## src/hdl/fpbc_pkg.sv

```systemverilog
package fpbc_pkg;

   localparam int TableEntries = 2048;
   localparam int WaysPerSet   = 4;
   localparam int CounterBits  = 48;

   localparam int KeyBits   = 40;
   localparam int OutBits   = 48;
   localparam int LenBits   = 16;

   localparam logic [15:0] EtherTypeIpv4 = 16'h0800;
   localparam logic [15:0] MinEthLength  = 16'd14;
   localparam logic [15:0] MinIpLength   = 16'd34;
   localparam logic [31:0] BroadcastAddr = 32'hFFFF_FFFF;
   localparam logic [7:0]  ProtoTcp      = 8'd6;
   localparam logic [7:0]  ProtoUdp      = 8'd17;

   localparam logic [1:0] StatusIgnored = 2'd0;
   localparam logic [1:0] StatusHit     = 2'd1;
   localparam logic [1:0] StatusNew     = 2'd2;
   localparam logic [1:0] StatusEvict   = 2'd3;

   // Request that enters the set memory after the header check.
   typedef struct packed {
      logic        counts;
      logic [39:0] key;
      logic [15:0] total_length;
   } lookup_type;

endpackage

```

## src/hdl/fpbc_filter.sv

```systemverilog
module fpbc_filter (
   input  logic [15:0]             frame_length,
   input  logic [15:0]             ether_type,
   input  logic [31:0]             dst_addr,
   input  logic [7:0]              ip_protocol,
   input  logic [15:0]             ip_total_length,
   output fpbc_pkg::lookup_type    lookup
);

   always_comb begin
      lookup.counts = (frame_length >= fpbc_pkg::MinEthLength)
                   && (ether_type == fpbc_pkg::EtherTypeIpv4)
                   && (frame_length >= fpbc_pkg::MinIpLength)
                   && (dst_addr != fpbc_pkg::BroadcastAddr)
                   && ((ip_protocol == fpbc_pkg::ProtoTcp)
                       || (ip_protocol == fpbc_pkg::ProtoUdp));
      lookup.key          = {dst_addr, ip_protocol};
      lookup.total_length = ip_total_length;
   end

endmodule

```

## config.mk

```make
export PLATFORM = sky130hd
export DESIGN_NAME = fpbc_filter
export DESIGN_NICKNAME = d
export VERILOG_FILES = /design/src/hdl/fpbc_pkg.sv /design/src/hdl/fpbc_filter.sv
export SDC_FILE = /design/constraint.sdc
export NUM_CORES = 1
export LEC_CHECK = 0
export BUFFER_PORTS_ARGS = -buffer_cell sky130_fd_sc_hd__buf_2
export CAP_MARGIN = 15
export CORE_AREA = 2 2 57 59
export DETAILED_ROUTE_END_ITERATION = 12
export DIE_AREA = 0 0 59 61
export PLACE_DENSITY = 0.75
export SYNTH_ARGS = -nofsm -noshare
export SYNTH_HDL_FRONTEND = slang
export SYNTH_SLANG_ARGS = --single-unit
```

## constraint.sdc

```tcl
create_clock -name vclk -period 0.8
set_input_delay 0 -clock vclk [all_inputs]
set_output_delay 0 -clock vclk [all_outputs]
set_load 0.02 [all_outputs]
```

==> run summary <==
The final weighted congestion of routability-driven global placement is 0.712. The part of the total power dissipated in combinational logic is 1.000. STA classifies the critical path endpoint as an output pin. The total power came out at 0.515 mW. Leaving out fill and tap cells, the most frequent cells in the layout are sky130_fd_sc_hd__buf_2, sky130_fd_sc_hd__nand4_1, sky130_fd_sc_hd__buf_4. The detailed-route wire length per cell is 10.8 µm. The net switching share of the total power is 0.533. The final layout contains 235 nets. The die is 61 µm tall. For this run, the number of Yosys warnings is 0. The final cell count without fillers came out at 178. The power per unit of standard cell area came out at 548 nW/µm². The detailed router finished its first iteration with 7 violations. After detailed routing, the number of vias per cell comes to 4.39.

The setup slack of the critical path after layout came out at -256 ps. The total nets after synthesis came out at 169. In the final layout, the share of cells above drive strength 1 is 0.897. The peak supply drop is 0.152 mV.

The worst pin sits at a relative slew slack of 0.824. The post-route fraction of the period consumed by the critical path came out at 1.32. The maximum fanout along the worst path is 1. 0 antenna diodes ended up in the layout. The combined global-route utilization of all metal layers is 0.0838.

Summing all flip-flop and latch instances after layout gives 0 µm². The wire length of the first global-routing pass is 2440 µm. The worst path required time came out at 800 ps. The remaining antenna violation count came out at 0. The initial standard-cell utilization of the core came out at 0.206. The portion of total power attributed to the clock network is 0. The flow ran to the end, but the final reports show violations. Pin placement for this block handled 145 I/O pins. The layout overhead on the synthesized area came out at 54.0%. By area the synthesized netlist is led by sky130_fd_sc_hd__buf_4, sky130_fd_sc_hd__nand4_1, sky130_fd_sc_hd__nor4_1. Including well taps, the total number of placed cells is 178.

The final core utilization is 0.318. The synthesized instance count is 81. Entering global routing, the biggest net connects 4 pins. The transition time at the pin with the least slew margin came out at 260 ps. The sequential-to-total area share from yosys stat came out at 0. The worst hold path belongs to the class in2out.

The initial antenna violation count came out at 0. The analysis attributes to cell leakage a power of 0.523 nW. The global-route congestion overflow total is 0. There are 0 flip-flops and latches.

The core region is 2950 µm². The sequential cell fraction of total power came out at 0. The critical path arrival is 1060 ps. Setup repair after global routing could not meet its margin everywhere. The final number of hold-violating endpoints is 0.

The die width came out at 59 µm. The total wirelength of the detailed-routed design is 1910 µm. Timing would allow up to 947 MHz. The worst hold margin came out at 0.00777 ps. The final routed DRC violation total came out at 0. The internal power summed over all cells came out at 0.240 mW. After clock tree synthesis, the flow added hold-fix buffers numbering 0. The first-pass detailed-route iteration total is 4. The via count of the first global-routing pass came out at 646. The switching component of the power came out at 0.275 mW. The number of fillers in the final layout came out at 324. The final standard cell area without fillers is 938 µm². STA classifies the critical path startpoint as an input pin. The routed layout has 782 vias. The number of max-cap violations is 0.

The worst path in the final design needs a cycle of 1060 ps, including I/O delays and setup. The cell accounting for the most synthesized area is sky130_fd_sc_hd__buf_4. The top cell type's share of synthesized area came out at 0.690. Leaving out fill and tap cells, the most frequent cell in the layout is sky130_fd_sc_hd__buf_2. The netlist uses 13 different library cells. Summing all multi-input logic gate instances after layout gives 258 µm². The max-slew violation total from the final report came out at 0. The floorplan step defined a die boundary enclosing 3600 µm². Row generation in the floorplan step produced 20 rows. The placed instance area came out at 898 µm². The synthesized area is 609 µm². Buffers placed on the I/O ports in this run total 112.

The number of clock buffers in the layout came out at 0. The worst setup path is of the in2out kind. The average size of a mapped cell came out at 7.52 µm². The final reports fail on setup timing. The final-report setup violation count is 1.
-- final cells by class --
type,instances,area share
multi-input combinational,25,0.275
tap,33,0.0440
timing repair buffer,120,0.681
-- repair_timing --
| action | in CTS | in global routing |
|---|---|---|
| gates resized for setup | 2 | 5 |
| endpoints found under the setup margin | 1 | 1 |
| pin swaps | 0 | 2 |
| setup buffers | 0 | 0 |
-- kinds of logic after synthesis --
group / after synthesis / synth area share
buf+inv: 56 / 0.690
simple gates: 21 / 0.259
compound gates: 4 / 0.0514
-- worst max-delay path: stages --
cell and delay (ps):
sky130_fd_sc_hd__buf_2 90, sky130_fd_sc_hd__or4_1 560, sky130_fd_sc_hd__nor3_4 160, sky130_fd_sc_hd__a31oi_4 100
sky130_fd_sc_hd__buf_6 140
-- per-layer routing --
layer	vias to the layer above	share of wire	track usage
met1	341	0.30	0.0822
met4	0	0	0.00325
li1	367	-	-
met5	-	0	0
met2	74	0.56	0.187
met3	0	0.13	0.0128
-- power by group through the flow --
stage               Sequential (mW)  Clock [mW]  Combinational [mW]
floorplan                         0           0               0.437
global placement                  0           0               0.498
detailed placement                0           0               0.504
CTS                               0           0               0.506
global route                      0           0               0.552
finish                            0           0               0.515
-- cells in the mapped netlist --
master	instances
sky130_fd_sc_hd__a211o_1	1
sky130_fd_sc_hd__a31oi_1	1
sky130_fd_sc_hd__and4bb_2	2
sky130_fd_sc_hd__buf_4	56
sky130_fd_sc_hd__nand3_1	1
sky130_fd_sc_hd__nand4_1	8
sky130_fd_sc_hd__nor3_1	1
sky130_fd_sc_hd__nor4_1	6
sky130_fd_sc_hd__nor4_2	1
sky130_fd_sc_hd__nor4b_2	1
sky130_fd_sc_hd__o211ai_1	1
sky130_fd_sc_hd__o41ai_1	1
sky130_fd_sc_hd__or4_1	1
-- metrics by stage --
step,setup WS (ps),TNS (ps)
6_report,-256,-256
3_5_place_dp,-304,-304
2_1_floorplan,-44.4,-44.4
3_3_place_gp,-303,-303
4_1_cts,-278,-278
5_1_grt,-310,-310
-- worst paths after layout --
kind,from,endpoint,slack [ps],cells after the start
hold / removal,ip_total_length[5],lookup[5],0.008,0
setup / recovery,frame_length[13],lookup[56],-260,5
Note: power is estimated with default switching activity, not from simulation.
